==> src/ps2md_pkg.sv <==
package ps2md_pkg;

  // Command carried in tuser of the input channel
  typedef enum logic [1:0] {
    CMD_BYTE         = 2'd0,
    CMD_STATUS       = 2'd1,
    CMD_CLEAR_ALL    = 2'd2,
    CMD_CLEAR_MOTION = 2'd3
  } cmd_t;

  // Packet assembly phase, one-hot
  typedef enum logic [2:0] {
    PH_HEADER = 3'b001,
    PH_DX     = 3'b010,
    PH_DY     = 3'b100
  } phase_t;

  localparam logic KIND_PACKET = 1'b0;
  localparam logic KIND_STATUS = 1'b1;

  localparam logic [7:0] BUTTON_MASK   = 8'h07;
  localparam logic [7:0] CHANGE_MASK   = 8'h38;
  localparam logic [7:0] MOVE_BIT      = 8'h40;
  localparam logic [7:0] OVERFLOW_BITS = 8'hc0;

  // Decoder state kept between requests
  typedef struct packed {
    phase_t             phase;
    logic [7:0]         held_buttons;
    logic [7:0]         held_dx;
    logic [7:0]         prev_buttons;
    logic [7:0]         status_bits;
    logic signed [15:0] accum_x;
    logic signed [15:0] accum_y;
  } dec_state_t;

  // Results produced by one request, loaded into the output buffer
  typedef struct packed {
    logic       valid;
    logic       kind;
    logic [7:0] hdr;
    logic [7:0] dx;
    logic [7:0] dy;
    logic [7:0] status;
    logic [7:0] x_motion;
    logic [7:0] y_motion;
  } bundle_t;

  // Saturating add of a signed byte into a 16-bit accumulator
  function automatic logic signed [15:0] sat_add16(input logic signed [15:0] a,
                                                   input logic [7:0] d);
    logic signed [16:0] s;
    s = {a[15], a} + {{9{d[7]}}, d};
    if (s[16] != s[15]) begin
      sat_add16 = s[16] ? 16'sh8000 : 16'sh7fff;
    end else begin
      sat_add16 = s[15:0];
    end
  endfunction

  // Clamp a 16-bit signed value to a signed byte
  function automatic logic [7:0] clamp8(input logic signed [15:0] a);
    if (!a[15] && (a[14:7] != 8'h00)) begin
      clamp8 = 8'h7f;
    end else if (a[15] && (a[14:7] != 8'hff)) begin
      clamp8 = 8'h80;
    end else begin
      clamp8 = a[7:0];
    end
  endfunction

endpackage

==> src/ps2md_step.sv <==
module ps2md_step (
  input  ps2md_pkg::cmd_t       cmd,
  input  logic [7:0]            mouse_byte,
  input  logic                  device_open,
  input  ps2md_pkg::dec_state_t cur,
  output ps2md_pkg::dec_state_t nxt,
  output ps2md_pkg::bundle_t    res
);

  logic [7:0] ext_b;
  logic [7:0] dy;
  logic [7:0] changed;

  // Sign extension from bit 5, Y negated
  assign ext_b   = {{2{mouse_byte[5]}}, mouse_byte[5:0]};
  assign dy      = 8'd0 - ext_b;
  assign changed = cur.held_buttons ^ cur.prev_buttons;

  // State update and result bundle for one request
  always_comb begin
    nxt = cur;
    res = '0;
    case (cmd)
      ps2md_pkg::CMD_STATUS: begin
        res.valid    = 1'b1;
        res.kind     = ps2md_pkg::KIND_STATUS;
        res.status   = cur.status_bits |
                       (((cur.accum_x != 16'sd0) || (cur.accum_y != 16'sd0)) ?
                        ps2md_pkg::MOVE_BIT : 8'h00);
        res.x_motion = ps2md_pkg::clamp8(cur.accum_x);
        res.y_motion = ps2md_pkg::clamp8(cur.accum_y);
        nxt.accum_x     = '0;
        nxt.accum_y     = '0;
        nxt.status_bits = cur.status_bits & ~ps2md_pkg::CHANGE_MASK;
      end
      ps2md_pkg::CMD_CLEAR_ALL: begin
        nxt.status_bits  = '0;
        nxt.prev_buttons = '0;
        nxt.accum_x      = '0;
        nxt.accum_y      = '0;
      end
      ps2md_pkg::CMD_CLEAR_MOTION: begin
        nxt.accum_x = '0;
        nxt.accum_y = '0;
      end
      ps2md_pkg::CMD_BYTE: begin
        case (cur.phase)
          ps2md_pkg::PH_DX: begin
            nxt.held_dx = ext_b;
            nxt.phase   = ps2md_pkg::PH_DY;
          end
          ps2md_pkg::PH_DY: begin
            nxt.phase        = ps2md_pkg::PH_HEADER;
            nxt.prev_buttons = cur.held_buttons;
            nxt.status_bits  = cur.held_buttons |
                               (cur.status_bits & ~ps2md_pkg::BUTTON_MASK) |
                               {changed[4:0], 3'b000};
            nxt.accum_x      = ps2md_pkg::sat_add16(cur.accum_x, cur.held_dx);
            nxt.accum_y      = ps2md_pkg::sat_add16(cur.accum_y, dy);
            if (device_open &&
                ((cur.held_dx != 8'h00) || (dy != 8'h00) || (changed != 8'h00))) begin
              res.valid = 1'b1;
              res.kind  = ps2md_pkg::KIND_PACKET;
              res.hdr   = ps2md_pkg::MOVE_BIT |
                          (cur.held_buttons ^ ps2md_pkg::BUTTON_MASK);
              res.dx    = cur.held_dx;
              res.dy    = dy;
            end
          end
          default: begin
            // header byte; overflow keeps us at the header
            nxt.held_buttons = ~{5'b00000, mouse_byte[0], mouse_byte[1], 1'b0};
            nxt.phase        = ((mouse_byte & ps2md_pkg::OVERFLOW_BITS) != 8'h00) ?
                               ps2md_pkg::PH_HEADER : ps2md_pkg::PH_DX;
          end
        endcase
      end
      default: begin
        nxt = cur;
      end
    endcase
  end

endmodule

==> src/ps2_mouse_packet_decoder_core.sv <==
// A request is registered on acceptance; its result is loaded from that input
// register into the output buffer, which then offers it on the output.
// Throughput: one request per cycle when it gives no result; results leave one
// per cycle while out_tready is high, so a packet request holds the buffer until its fifth result leaves.
// Reset (rst_n low, synchronous): decoder state and device_open clear to zero, the phase to PH_HEADER.
module ps2_mouse_packet_decoder_core (
  input  logic        clk,
  input  logic        rst_n,
  input  logic        cfg_wr_en,
  input  logic        cfg_wr_data,   // device_open
  input  logic        in_tvalid,
  output logic        in_tready,
  input  logic [7:0]  in_tdata,      // [7:0] mouse_byte
  input  logic [1:0]  in_tuser,      // [1:0] cmd
  output logic        out_tvalid,
  input  logic        out_tready,
  output logic [31:0] out_tdata,     // [7:0] packet_byte, [15:8] status_octet,
                                     // [23:16] x_motion, [31:24] y_motion
  output logic        out_tuser,     // [0] kind
  output logic        out_tlast      // last_of_run
);

  logic                  dev_open_r;
  logic                  s1_valid_r;
  ps2md_pkg::cmd_t       s1_cmd_r;
  logic [7:0]            s1_byte_r;
  ps2md_pkg::dec_state_t st_r;
  ps2md_pkg::dec_state_t st_nxt;
  ps2md_pkg::bundle_t    res;

  logic       out_valid_r;
  logic       kind_r;
  logic [2:0] idx_r;
  logic [7:0] hdr_r;
  logic [7:0] dx_r;
  logic [7:0] dy_r;
  logic [7:0] stat_r;
  logic [7:0] xm_r;
  logic [7:0] ym_r;
  logic       out_last;
  logic       buf_free;
  logic       s1_adv;
  logic [7:0] pkt_byte;

  // Configuration register
  always_ff @(posedge clk) begin
    if (!rst_n) begin
      dev_open_r <= 1'b0;
    end else if (cfg_wr_en) begin
      dev_open_r <= cfg_wr_data;
    end
  end

  // Output buffer frees when empty or its last result leaves
  assign out_last = (kind_r == ps2md_pkg::KIND_STATUS) || (idx_r == 3'd4);
  assign buf_free = !out_valid_r || (out_tready && out_last);
  assign s1_adv   = s1_valid_r && (!res.valid || buf_free);
  assign in_tready = !s1_valid_r || s1_adv;

  // Input register
  always_ff @(posedge clk) begin
    if (!rst_n) begin
      s1_valid_r <= 1'b0;
    end else if (in_tready) begin
      s1_valid_r <= in_tvalid;
    end
  end

  always_ff @(posedge clk) begin
    if (in_tready && in_tvalid) begin
      s1_cmd_r  <= ps2md_pkg::cmd_t'(in_tuser);
      s1_byte_r <= in_tdata;
    end
  end

  ps2md_step u_step (
    .cmd         (s1_cmd_r),
    .mouse_byte  (s1_byte_r),
    .device_open (dev_open_r),
    .cur         (st_r),
    .nxt         (st_nxt),
    .res         (res)
  );

  // Decoder state
  always_ff @(posedge clk) begin
    if (!rst_n) begin
      st_r       <= '0;
      st_r.phase <= ps2md_pkg::PH_HEADER;
    end else if (s1_adv) begin
      st_r <= st_nxt;
    end
  end

  // Output buffer control
  always_ff @(posedge clk) begin
    if (!rst_n) begin
      out_valid_r <= 1'b0;
      idx_r       <= 3'd0;
    end else if (s1_adv && res.valid) begin
      out_valid_r <= 1'b1;
      idx_r       <= 3'd0;
    end else if (out_valid_r && out_tready) begin
      if (out_last) begin
        out_valid_r <= 1'b0;
      end else begin
        idx_r <= idx_r + 3'd1;
      end
    end
  end

  // Output buffer payload
  always_ff @(posedge clk) begin
    if (s1_adv && res.valid) begin
      kind_r <= res.kind;
      hdr_r  <= res.hdr;
      dx_r   <= res.dx;
      dy_r   <= res.dy;
      stat_r <= res.status;
      xm_r   <= res.x_motion;
      ym_r   <= res.y_motion;
    end
  end

  // Packet byte select
  always_comb begin
    case (idx_r)
      3'd0:    pkt_byte = hdr_r;
      3'd1:    pkt_byte = dx_r;
      3'd2:    pkt_byte = dy_r;
      default: pkt_byte = 8'h00;
    endcase
  end

  assign out_tvalid = out_valid_r;
  assign out_tuser  = kind_r;
  assign out_tlast  = out_last;
  assign out_tdata  = (kind_r == ps2md_pkg::KIND_STATUS) ?
                      {ym_r, xm_r, stat_r, 8'h00} : {24'h000000, pkt_byte};

`ifndef SYNTHESIS
  a_phase_onehot: assert property (@(posedge clk) disable iff (!rst_n)
    $onehot(st_r.phase))
    else $error("packet phase not one-hot");

  a_idx_range: assert property (@(posedge clk) disable iff (!rst_n)
    out_valid_r |-> (idx_r <= 3'd4))
    else $error("packet byte index out of range");

  a_status_single: assert property (@(posedge clk) disable iff (!rst_n)
    (out_valid_r && (kind_r == ps2md_pkg::KIND_STATUS)) |-> (idx_r == 3'd0))
    else $error("status report spans more than one result");

  a_no_overwrite: assert property (@(posedge clk) disable iff (!rst_n)
    (s1_adv && res.valid) |-> buf_free)
    else $error("result buffer overwritten before drained");
`endif

endmodule
==> config.mk <==
export PLATFORM = sky130hd
export DESIGN_NAME = ps2_mouse_packet_decoder_core
export DESIGN_NICKNAME = d
export VERILOG_FILES = /design/src/ps2md_pkg.sv /design/src/ps2md_step.sv /design/src/ps2_mouse_packet_decoder_core.sv
export SDC_FILE = /design/constraint.sdc
export NUM_CORES = 1
export LEC_CHECK = 0
export BUFFER_PORTS_ARGS = -buffer_cell sky130_fd_sc_hd__buf_2
export CAP_MARGIN = 20
export CORE_MARGIN = 2
export CORE_UTILIZATION = 45
export DETAILED_ROUTE_END_ITERATION = 8
export PLACE_DENSITY = 0.65
export SYNTH_ARGS = -nofsm -noshare
export SYNTH_HDL_FRONTEND = slang
export SYNTH_SLANG_ARGS = --single-unit
==> constraint.sdc <==
create_clock -name clk -period 3.9 [get_ports clk]
set_input_delay 0.78 -clock clk [delete_from_list [all_inputs] [get_ports clk]]
set_output_delay 0.78 -clock clk [all_outputs]
set_load 0.03 [all_outputs]
==> results.txt <==
----------------------------------------------------
[STA]
  Final Hold Fails ... 0
  Max Clock Skew ... 0.00664 ns
  Setup violators final ... 0
  Max Freq ... 0.265 GHz
  Shortest period the worst path allows ... 3.78 ns
  Final cycle utilization of the critical path ... 96.8%
  Worst-margin pin slew ... 0.964 ns
  Worst slew margin ... 35.6%
  Slew Limit Fails ... 0

[Global routing]
  Most used routing layer in global routing ... met2
  Met2 routing resource usage after global routing ... 34.4%
  Global routing usage on met1 ... 29.3%
  Global-route wire length before repair ... 25100 µm
  Number of antenna violations at the first check in global routing ... 0
  Pin count of the biggest net entering global routing ... 42
  Via count of the first global-routing pass ... 5026
  Aggregate global routing overflow ... 0
  Global-route total usage across every layer ... 21.5%
  M3 GR Usage ... 4.53%

[Route]
  Total via count in the routed design ... 5490
  Routed length per placed instance ... 16.8 µm
  Overall routed net length ... 16200 µm
  Number of nets with antenna violations after routing ... 0
  Via/cell ratio ... 5.70
  Pre-antenna DRT Iters ... 5
  Initial DRC count ... 460
  DRC Markers ... 0

[Cells and area]
  Most common cell after layout, fill and taps aside ... sky130_fd_sc_hd__nor2_1
  Top library cells by usage in the layout, fill and taps aside ... 92 x sky130_fd_sc_hd__nor2_1, 61 x sky130_fd_sc_hd__dfxtp_1, 53 x sky130_fd_sc_hd__edfxtp_1, 51 x sky130_fd_sc_hd__buf_2
  Area growth from synthesis to layout ... 20.2%
  Inserted Diodes ... 0
  Share of layout cells above drive strength 1 ... 19.5%
  Final design utilization ... 55.6%
  Final-stage net count ... 829

[Power]
  Part of the total power dissipated in combinational logic ... 6.3%
  Switch Pwr ... 0.000681 W
  Design Power ... 0.00295 W
  Sw Share ... 23.1%
  Lkg Pwr ... 3.16 nW
  P per Cell Area ... 379 mW/mm²
  Internal power consumption ... 0.00226 W
  Share of total power in the clock network ... 50.5%
  Part of the power in registers ... 43.2%
  Maximum resistive drop on vdd ... 0.331 mV

[Yosys]
  Register area share after synthesis ... 43.5%
  Number of enable-type register cells in the synthesized netlist ... 53
  Flip-flop and latch count after synthesis ... 114
  Syn_nets ... 752
  Unique masters post-synth ... 73
  Synthesized netlist cell count ... 694
  Proportion of register bits with asynchronous set or reset after synthesis ... 0%
  Per-instance average area after synthesis ... 9.32 µm²
  Total number of yosys warnings ... 0
  Total standard cell area after synthesis ... 0.00647 mm²
  Most frequently used flop master after synthesis ... sky130_fd_sc_hd__dfxtp_1

[Die]
  Core area ... 0.0140 mm²
  Number of top-level pins ... 52
  Initial core utilization ... 46.3%
  Rows ... 43
  Floorplan die width ... 124 µm
  Die outline height ... 124 µm
  Full die area ... 0.0154 mm²

[Placed design]
  Port-buffer cells ... 51
  Gpl congestion ... 0.845
  Post-DP HPWL ... 11800 µm

[Worst setup path]
  Worst-path maximum fanout ... 5
  Total stage count of the critical path ... 17
  Max incr delay on CP ... 0.41 ns
  Nature of the critical path endpoint ... flip-flop
  Worst path top cell family by delay ... compound AO/OA/AOI/OAI gates
  Cell with the largest stage delay on the worst path ... sky130_fd_sc_hd__edfxtp_1
  Startpoint types ... flip-flop
  Worst-case reg-to-reg path depth ... 17
  Number of buffer and inverter stages on the critical path ... 2
  Startpoint-to-endpoint class of the critical path ... reg -> reg
  Data arrival at the endpoint of the critical path ... 4.12 ns
  Cell-by-cell listing of the critical path ... buf_4 -> nor3_1 -> xor2_1 -> inv_1 -> ha_1 -> o21ai_0 -> nor2_1 -> o211ai_1 -> a31o_2 -> o21ai_2 -> a21o_1 -> a21oi_2 -> xnor2_1 -> ha_1 -> a21oi_4 -> o21ai_0 -> a21oi_1
  Crit path required time ... 4.24 ns

[CTS]
  Number of sinks on the clock net ... 114
  Clock buffer count from CTS ... 17
  Cell at the root of the clock tree ... sky130_fd_sc_hd__clkbuf_16
  Clock transition at the register clock pins on the worst setup and hold paths after CTS ... 0.06 ns
  Clk buf depth ... 2
  Clock tree from TritonCTS ... yes
  Number of H-tree levels ... 4
  Insertion delay to the later sink of the worst-skew pair ... 0.42 ns

[Flow run]
  Total of max-cap violations ... 0

[Hold path]
  Count of cells along the worst hold path ... 2
  Class of the tightest hold or removal check ... reg -> reg

[Run status]
  Result of the run ... finished clean

----------------------------------------------------
what timing repair did:
item | in CTS | in global routing
buffers inserted | 0 | 6
pin swaps | 0 | 14
gates resized for setup | 2 | 24
hold buffers | 0 | 0
cloned | 0 | 1
endpoints found under the setup margin | 12 | 16
cell type report:
class | instances | area [µm²]
fill | 1221 | 6210
multi-input combinational | 544 | 3630
sequential | 114 | 2810
timing repair buffer | 80 | 489
clock buffer | 18 | 429
tap | 180 | 225
clock inverter | 14 | 141
inverter | 14 | 52.6
metal layers:
| metal | wire length [µm] | vias up |
|---|---|---|
| met5 | 0 | - |
| met4 | 256 | 0 |
| met3 | 753 | 26 |
| met2 | 7610 | 149 |
| met1 | 7600 | 2623 |
| li1 | - | 2692 |
worst paths after layout:
path                                    from  endpoint  slack, ns
worst max-delay path            s1_byte_r[0]  st_r[14]       0.12
worst min-delay path                st_r[37]  st_r[37]       0.46
worst min register to register      st_r[37]  st_r[37]       0.46
worst max register to register  s1_byte_r[0]  st_r[14]       0.12
state kept, by name (all words and copies together) (netlist names):
register    flops
st_r           55
s1_byte_r       8
stat_r          8
xm_r            8
ym_r            8
dy_r            7
dx_r            6
hdr_r           5
idx_r           3
s1_cmd_r        2
dev_open_r      1
out_tuser       1
out_tvalid      1
s1_valid_r      1
power groups by stage:
stage | combinational, W | clock [W] | sequential, W
floorplan | 0.000109 | 0 | 0.00130
global placement | 0.000159 | 0 | 0.00130
detailed placement | 0.000164 | 0 | 0.00130
global route | 0.000202 | 0.00155 | 0.00127
CTS | 0.000165 | 0.00150 | 0.00127
finish | 0.000185 | 0.00149 | 0.00127
worst reg2reg max path, delay by kind of cell, from the launching register on:
family                     cells  cell delay (ns)
AOI/OAI and AO/OA              9             1.57
adders and majority gates      2             0.67
and+or+nand+nor                2             0.42
DFF                            1             0.41
xor gates and xnor gates       2             0.38
buffers and inverters          2             0.26
through the flow:
step / worst slack, ns / setup TNS (ns) / hold slack [ns] / instances / instance area (µm²)
finish: 0.124 / 0 / 0.459 / 964 / 7780
global route: -0.129 / -0.315 / 0.480 / 964 / 7780
CTS: 0.0342 / 0 / 0.464 / 957 / 7630
detailed placement: -0.117 / -0.866 / 0.458 / 925 / 7050
global placement: 0.0406 / 0 / 0.443 / 925 / 7050
floorplan: 0.0321 / 0 / 0.424 / 694 / 6500
kinds of logic after synthesis:
kind of cell / synth area share, %
flip-flops: 43.5
XOR/XNOR: 4.74
AO/OA/AOI/OAI: 19.2
multiplexers: 0.464
adder cells (fa/ha/maj): 8.35
AND/OR/NAND/NOR: 21.3
buffers and inverters: 2.42
synthesized netlist by cell type (all sizes together) (13+ instances only):
library cell,instances,area [µm²]
nor2,95,359
edfxtp,53,1590
nand3,31,160
a211oi,13,115
xnor2,21,184
ha,40,500
xor2,14,123
nand2,48,180
dfxtp,61,1220
inv,14,52.6
and2,47,294
a21oi,52,268
o21ai,51,263
No activity file was read; power rests on OpenSTA's default activity.
